File: src/hw/rtl/stree_pkg.sv
// Shared constants and controller/datapath command and status types for the segment tree.
package stree_pkg;

	// Tree geometry
	localparam int LEAVES = 1024;
	localparam int NODES  = 2 * LEAVES;
	localparam int NODE_W = $clog2(NODES);
	localparam int BND_W  = NODE_W + 1;

	// Field widths
	localparam int POS_W   = 10;
	localparam int RANGE_W = 11;
	localparam int DATA_W  = 32;

	// Operation codes carried in func
	localparam logic FUNC_ADD   = 1'b0;
	localparam logic FUNC_QUERY = 1'b1;

	// Commands from the controller to the datapath
	typedef struct packed {
		logic clr_step;
		logic load;
		logic leaf_rd;
		logic leaf_wr;
		logic up_step;
		logic q_lo;
		logic q_hi;
		logic res_load;
	} cmd_t;

	// Status from the datapath to the controller
	typedef struct packed {
		logic clr_last;
		logic in_query;
		logic pos_ok;
		logic lo_lt_hi;
		logic up_last;
	} status_t;

endpackage

File: src/hw/rtl/stree_ctrl.sv
// Controller: sequences clearing, point updates and range queries.
module stree_ctrl (
	input  logic               clk,
	input  logic               arst_n,
	input  logic               req_valid,
	output logic               req_ready,
	output logic               rsp_valid,
	input  logic               rsp_ready,
	output stree_pkg::cmd_t    cmd,
	input  stree_pkg::status_t st
);

	localparam logic [2:0] S_CLEAR = 3'd0;
	localparam logic [2:0] S_IDLE  = 3'd1;
	localparam logic [2:0] S_LEAF  = 3'd2;
	localparam logic [2:0] S_LEAFW = 3'd3;
	localparam logic [2:0] S_UP    = 3'd4;
	localparam logic [2:0] S_QLO   = 3'd5;
	localparam logic [2:0] S_QHI   = 3'd6;
	localparam logic [2:0] S_DONE  = 3'd7;

	logic [2:0] state_q;
	logic [2:0] state_d;
	logic       out_valid_q;
	logic       accept;

	assign req_ready = state_q == S_IDLE;
	assign accept    = req_valid && req_ready;
	assign rsp_valid = out_valid_q;

	// Next state and commands
	always_comb begin
		state_d = state_q;
		cmd     = '0;
		case (state_q)
			S_CLEAR: begin
				cmd.clr_step = 1'b1;
				if (st.clr_last) begin
					state_d = S_IDLE;
				end
			end
			S_IDLE: begin
				if (accept) begin
					cmd.load = 1'b1;
					state_d  = st.in_query ? S_QLO : S_LEAF;
				end
			end
			S_LEAF: begin
				if (st.pos_ok) begin
					cmd.leaf_rd = 1'b1;
					state_d     = S_LEAFW;
				end else begin
					state_d = S_IDLE;
				end
			end
			S_LEAFW: begin
				cmd.leaf_wr = 1'b1;
				state_d     = S_UP;
			end
			S_UP: begin
				cmd.up_step = 1'b1;
				if (st.up_last) begin
					state_d = S_IDLE;
				end
			end
			S_QLO: begin
				if (st.lo_lt_hi) begin
					cmd.q_lo = 1'b1;
					state_d  = S_QHI;
				end else begin
					state_d = S_DONE;
				end
			end
			S_QHI: begin
				cmd.q_hi = 1'b1;
				state_d  = S_QLO;
			end
			S_DONE: begin
				if (!out_valid_q || rsp_ready) begin
					cmd.res_load = 1'b1;
					state_d      = S_IDLE;
				end
			end
			default: begin
				state_d = S_IDLE;
			end
		endcase
	end

	// State and output valid
	always_ff @(posedge clk or negedge arst_n) begin
		if (!arst_n) begin
			state_q     <= S_CLEAR;
			out_valid_q <= 1'b0;
		end else begin
			state_q <= state_d;
			if (cmd.res_load) begin
				out_valid_q <= 1'b1;
			end else if (rsp_ready) begin
				out_valid_q <= 1'b0;
			end
		end
	end

	a_cmd_onehot: assert property (@(posedge clk) disable iff (!arst_n)
		$onehot0(cmd))
		else $error("more than one datapath command at once");

	a_clear_blocks: assert property (@(posedge clk) disable iff (!arst_n)
		(state_q == S_CLEAR) |-> !req_ready)
		else $error("request taken during memory clear");

	a_up_ends: assert property (@(posedge clk) disable iff (!arst_n)
		(state_q == S_UP && st.up_last) |=> (state_q == S_IDLE))
		else $error("update walk did not end at the root");

	a_result_shown: assert property (@(posedge clk) disable iff (!arst_n)
		cmd.res_load |=> rsp_valid)
		else $error("loaded result not presented");

endmodule

File: config.mk
export PLATFORM = sky130hd
export DESIGN_NAME = stree_ctrl
export DESIGN_NICKNAME = d
export VERILOG_FILES = /design/src/hw/rtl/stree_pkg.sv /design/src/hw/rtl/stree_ctrl.sv
export SDC_FILE = /design/constraint.sdc
export NUM_CORES = 1
export LEC_CHECK = 0
export ABC_AREA = 1
export BUFFER_PORTS_ARGS = -buffer_cell sky130_fd_sc_hd__clkbuf_2
export CORE_AREA = 2 2 39 41
export CTS_CLUSTER_DIAMETER = 200
export DETAILED_ROUTE_END_ITERATION = 8
export DIE_AREA = 0 0 41 43
export HOLD_SLACK_MARGIN = 0.03
export PLACE_DENSITY = 0.53
export SLEW_MARGIN = 20
export SYNTH_ARGS = -nofsm -noshare
export SYNTH_HDL_FRONTEND = slang
export SYNTH_SLANG_ARGS = --single-unit
File: constraint.sdc
create_clock -name clk -period 1.4 [get_ports clk]
set_clock_uncertainty 0.2 [all_clocks]
set_input_delay 0.28 -clock clk [delete_from_list [all_inputs] [get_ports clk]]
set_output_delay 0.28 -clock clk [all_outputs]
set_load 0.01 [all_outputs]
=== Word-level counts from Yosys, hierarchy flattened ===
Index checks and enable logic that the tools add are counted.

* Equality and inequality tests: 11
* Multiplexer cells: 22
* Reduce and logical (&&, ||, !) cells: 6

{| class="wikitable"
|+ Operators by type and width
! kind !! number
|-
| 3-bit case mux with 8 select lines || 1
|-
| 1-bit two-way mux || 15
|-
| 3-bit two-way mux || 5
|-
| 3-bit equality test (second input constant) || 4
|-
| 3-bit by 2-bit equality test with 1-bit output (second input constant) || 2
|-
| 2-bit != test (second input constant) || 3
|-
| 4-bit AND reduction || 1
|-
| 3-bit by 1-bit equality test with 1-bit output (second input constant) || 1
|-
| 3-bit logical NOT || 1
|-
| 2-bit two-way mux || 1
|-
| 2-bit by 1-bit != test with 1-bit output (second input constant) || 1
|-
| 2-bit nonzero test || 1
|-
| 1-bit logical AND || 1
|-
| 1-bit logical NOT || 1
|-
| 1-bit logical OR || 1
|}

* Bits in registers: 4
* Bits of input ports: 9
* Output and inout port bits: 10
* Logic and storage cells: 41

=== Longest topological paths before layout ===
* Word-level depth: 5
* Mapped depth: 8
* Gate-level depth less buffers: 7

=== Worst setup path before layout ===
No wires, ideal clock.

* Kind: flip-flop to output port
* Start point: register state_q[1]
* End point: output cmd[2] (netlist bit)
* Arrival: 859 ps
* Data required time: 920 ps
* Setup slack: 61 ps
* Stages on the path, launching flop included: 4
* Buffers on the path: 0
* Cells stage by stage: dfrtp_1 > inv_1 > nand2_1 > nor3_1

{| class="wikitable"
|+ RTL lines
! what !! line !! RTL
|-
| start, declared || stree_ctrl.sv:22 || <nowiki>logic [2:0] state_q;</nowiki>
|-
| start signal, assigned || stree_ctrl.sv:96 || <nowiki>state_q <= state_d;</nowiki>
|-
| end, declared || stree_ctrl.sv:9 || <nowiki>output stree_pkg::cmd_t cmd,</nowiki>
|}

==> run_summary.xml <==
<?xml version="1.0" encoding="UTF-8"?>
<metrics>
  <group name="sta">
    <metric name="grt_setup_unrepaired" unit="">yes</metric>
    <metric name="max_freq" unit="GHz">0.608</metric>
    <metric name="layout_worst_path_cycle_share" unit="%">117</metric>
    <metric name="setup_viol" unit="">12</metric>
    <metric name="maxSlewHeadroom" unit="%">87.7</metric>
    <metric name="worst_slack" unit="ps">-244</metric>
    <metric name="tightestPinTransition" unit="ps">185</metric>
    <metric name="timing.final.hold_violations" unit="">0</metric>
    <metric name="fin_crit" unit="ps">1640</metric>
    <metric name="slew_violations" unit="">0</metric>
  </group>
  <group name="synth">
    <metric name="largest_family_of_logic_cells_by_synthesized_area" unit="">simple AND/OR/NAND/NOR gates</metric>
    <metric name="mappedNetlistNets" unit="">71</metric>
    <metric name="synthesis.yosys.warnings" unit="">0</metric>
    <metric name="synth-simple-area-share" unit="%">48.6</metric>
    <metric name="largest_cells_by_area_after_synthesis" unit="">dfrtp_1, nand2_1, inv_1, nor2_1, nand3_1</metric>
    <metric name="synth_top_cell_area_share" unit="%">28.4</metric>
    <metric name="synthXorXnorAreaFrac" unit="%">0</metric>
    <metric name="post_synth_inst_count" unit="">62</metric>
    <metric name="synth.lib_cells_used.distinct" unit="">11</metric>
    <metric name="number_of_synthesized_register_bits" unit="">4</metric>
    <metric name="synth.avg_cell_area" unit="µm²">5.69</metric>
    <metric name="synthesis.area" unit="µm²">353</metric>
    <metric name="yosysSeqAreaShare" unit="%">28.4</metric>
    <metric name="post_synth_mux_area_share" unit="%">0</metric>
    <metric name="arithmetic_cell_share_of_the_synthesized_area_counting_full_adders_half_adders_and_majority_gates" unit="%">0</metric>
    <metric name="synth_compound_gate_area_share" unit="%">5.67</metric>
    <metric name="yosysTopAreaCell" unit="">dfrtp_1</metric>
  </group>
  <group name="worst_setup_path">
    <metric name="data_required_time_of_the_worst_path" unit="ps">920</metric>
    <metric name="worst_r2r_startpoint" unit="">state_q[0]</metric>
    <metric name="crit_path_end_kind" unit="">primary output</metric>
    <metric name="worstRegToRegCells" unit="">9</metric>
    <metric name="worst-endpoint-arrival" unit="ps">1160</metric>
    <metric name="critical_path.max_fanout" unit="">4</metric>
    <metric name="timing.reg2reg.setup_slack" unit="ps">-120</metric>
    <metric name="worstReg2RegEnd" unit="">state_q[2]</metric>
    <metric name="setup.worst_path.start_class" unit="">flop</metric>
    <metric name="criticalPathCategory" unit="">flop to primary output</metric>
  </group>
  <group name="global_route">
    <metric name="grt_first_pass_wirelength" unit="µm">1860</metric>
    <metric name="pin_count_of_the_biggest_net_entering_global_routing" unit="">8</metric>
    <metric name="grt_use_total" unit="%">16.3</metric>
    <metric name="antenna_found_initial" unit="">0</metric>
    <metric name="global_route.overflow_total" unit="">0</metric>
    <metric name="first_global_vias" unit="">438</metric>
  </group>
  <group name="pwr">
    <metric name="cellLeakagePower" unit="nW">0.428</metric>
    <metric name="cellPowerDensity" unit="nW/µm²">2060</metric>
    <metric name="peakVddDrop" unit="µV">802</metric>
  </group>
  <group name="status">
    <metric name="run_status" unit="">complete, but fails checks</metric>
    <metric name="violations" unit="">negative setup slack</metric>
  </group>
  <group name="floorplan">
    <metric name="die_extent_in_y" unit="µm">43</metric>
    <metric name="chipWidth" unit="µm">41</metric>
    <metric name="core_area" unit="µm²">1380</metric>
    <metric name="top_level_ports" unit="">19</metric>
    <metric name="num_rows" unit="">14</metric>
    <metric name="initial_utilization" unit="%">25.5</metric>
    <metric name="fp.dieArea" unit="µm²">1760</metric>
  </group>
  <group name="min_path">
    <metric name="hp-class" unit="">primary input to flop</metric>
    <metric name="hold_path_depth" unit="">2</metric>
    <metric name="worstHoldEndpoint" unit="">rsp_valid</metric>
    <metric name="worst_hold_startpoint" unit="">rsp_ready</metric>
  </group>
  <group name="cells_and_area">
    <metric name="nNetsFinal" unit="">114</metric>
    <metric name="finish.utilization" unit="%">54.4</metric>
    <metric name="antennaDiodeCount" unit="">0</metric>
    <metric name="final_common_cell" unit="">buf_4</metric>
    <metric name="layout.cells.most_common_list" unit="">buf_4, nand2_1, clkbuf_2, inv_1, buf_6</metric>
    <metric name="layout.cells.non_filler" unit="">119</metric>
    <metric name="area_delta_synth_final" unit="%">113</metric>
    <metric name="final_area" unit="µm²">753</metric>
    <metric name="drive_gt1_share" unit="%">66.0</metric>
  </group>
  <group name="placement">
    <metric name="globalplace.congestion" unit="">0.851</metric>
    <metric name="post-dp-hpwl" unit="µm">795</metric>
    <metric name="dpl_cell_area" unit="µm²">529</metric>
    <metric name="buffer_ports.inserted" unit="">18</metric>
    <metric name="place_inst" unit="">105</metric>
    <metric name="dp_worst_setup_slack" unit="ps">-70.6</metric>
  </group>
  <group name="run">
    <metric name="cap_violations" unit="">0</metric>
  </group>
  <group name="clocking">
    <metric name="path_clk_slew" unit="ps">30</metric>
    <metric name="ctsLongestPathBuffers" unit="">2</metric>
    <metric name="tritoncts" unit="">yes</metric>
    <metric name="tritoncts_num_sinks" unit="">4</metric>
    <metric name="clk-insertion-delay-late" unit="ps">250</metric>
    <metric name="tritoncts.num_buffers" unit="">3</metric>
    <metric name="cts-htree-levels" unit="">1</metric>
    <metric name="clock_tree.root_cell" unit="">clkbuf_4</metric>
  </group>
  <group name="route">
    <metric name="drtPass1Iterations" unit="">4</metric>
    <metric name="antenna_violating_nets_post_route" unit="">0</metric>
    <metric name="detail_route.wl_per_cell" unit="µm">10.5</metric>
    <metric name="route.detailed.vias_per_inst" unit="">4.50</metric>
    <metric name="wl" unit="µm">1250</metric>
    <metric name="drc" unit="">0</metric>
    <metric name="drt_iter0_markers" unit="">8</metric>
    <metric name="count_of_vias_placed_by_the_detailed_router" unit="">536</metric>
  </group>
</metrics>
worst max path at each step:
| stage | startpoint | end | slack (ps) | cells past startpoint |
|---|---|---|---|---|
| floorplan | state_q[1] | cmd[2] | 60 | 3 |
| global placement | state_q[2] | state_q[2] | -60 | 6 |
| detailed placement | state_q[2] | state_q[2] | -70 | 6 |
| CTS | state_q[2] | cmd[6] | -220 | 3 |
| global route | state_q[1] | cmd[5] | -320 | 5 |
| finish | state_q[1] | cmd[0] | -240 | 5 |
critical path, cell delays in order, from the launching register on:
cell and delay (ps):
dfrtp_2 430, buf_4 150, buf_6 110, nand3_2 60, nor2_1 50, buf_2 130
layer usage:
| metal | global-route usage, % | up-vias | wire length, µm |
|---|---|---|---|
| met1 | 20.3 | 247 | 511 |
| met3 | 3.14 | 5 | 35 |
| met4 | 10.0 | 0 | 29 |
| met5 | 0 | - | 0 |
| li1 | - | 272 | - |
| met2 | 24.7 | 12 | 675 |
per-stage QoR:
stage                     hold slack, ps  power, mW  setup TNS, ps
final                               61.2       1.55          -2160
after global routing                 103       1.67          -2880
after CTS                           67.3       1.36          -1970
after detailed placement            -109      0.946           -277
after global placement              -113      0.952           -228
after floorplan                     -216      0.648              0
cell families (layout without fill, tap and decap cells):
kind of cell,after synthesis,after routing
simple gates,40,40
compound gates,4,4
buf+inv,14,55
flops,4,4
cell usage after synthesis, drive strengths merged:
master,number
nand2,17
inv,12
nand3,7
nor3,3
nor2,12
dfrtp,4
buf,2
o21ai,4
nand3b,1
state kept, by name (all words and copies together) (netlist names):
register / count
state_q: 3
rsp_valid: 1
where the power goes:
group	leakage, nW	total, mW	internal [mW]	switching, mW
clock network	0.0138	0.149	0.0962	0.0530
logic	0.366	1.13	0.569	0.563
registers	0.0475	0.270	0.172	0.0980
total	0.428	1.55	0.837	0.714
layout make-up:
class                      instances  area, µm²
timing repair buffer              40        287
tap                               16       20.0
multi-input combinational         44        273
sequential                         4        104
inverter                          12       47.5
fill                             148        631
clock buffer                       3       22.5
timing repair:
| action | in CTS | in global routing |
|---|---|---|
| gates resized for setup | 24 | 22 |
| pin swaps | 15 | 7 |
| buffers inserted | 7 | 4 |
| hold endpoints to repair | 4 | 0 |
| setup endpoints to repair | 12 | 12 |
| hold buffers | 1 | 0 |
| gates cloned | 0 | 0 |
No activity file was read; power rests on OpenSTA's default activity.
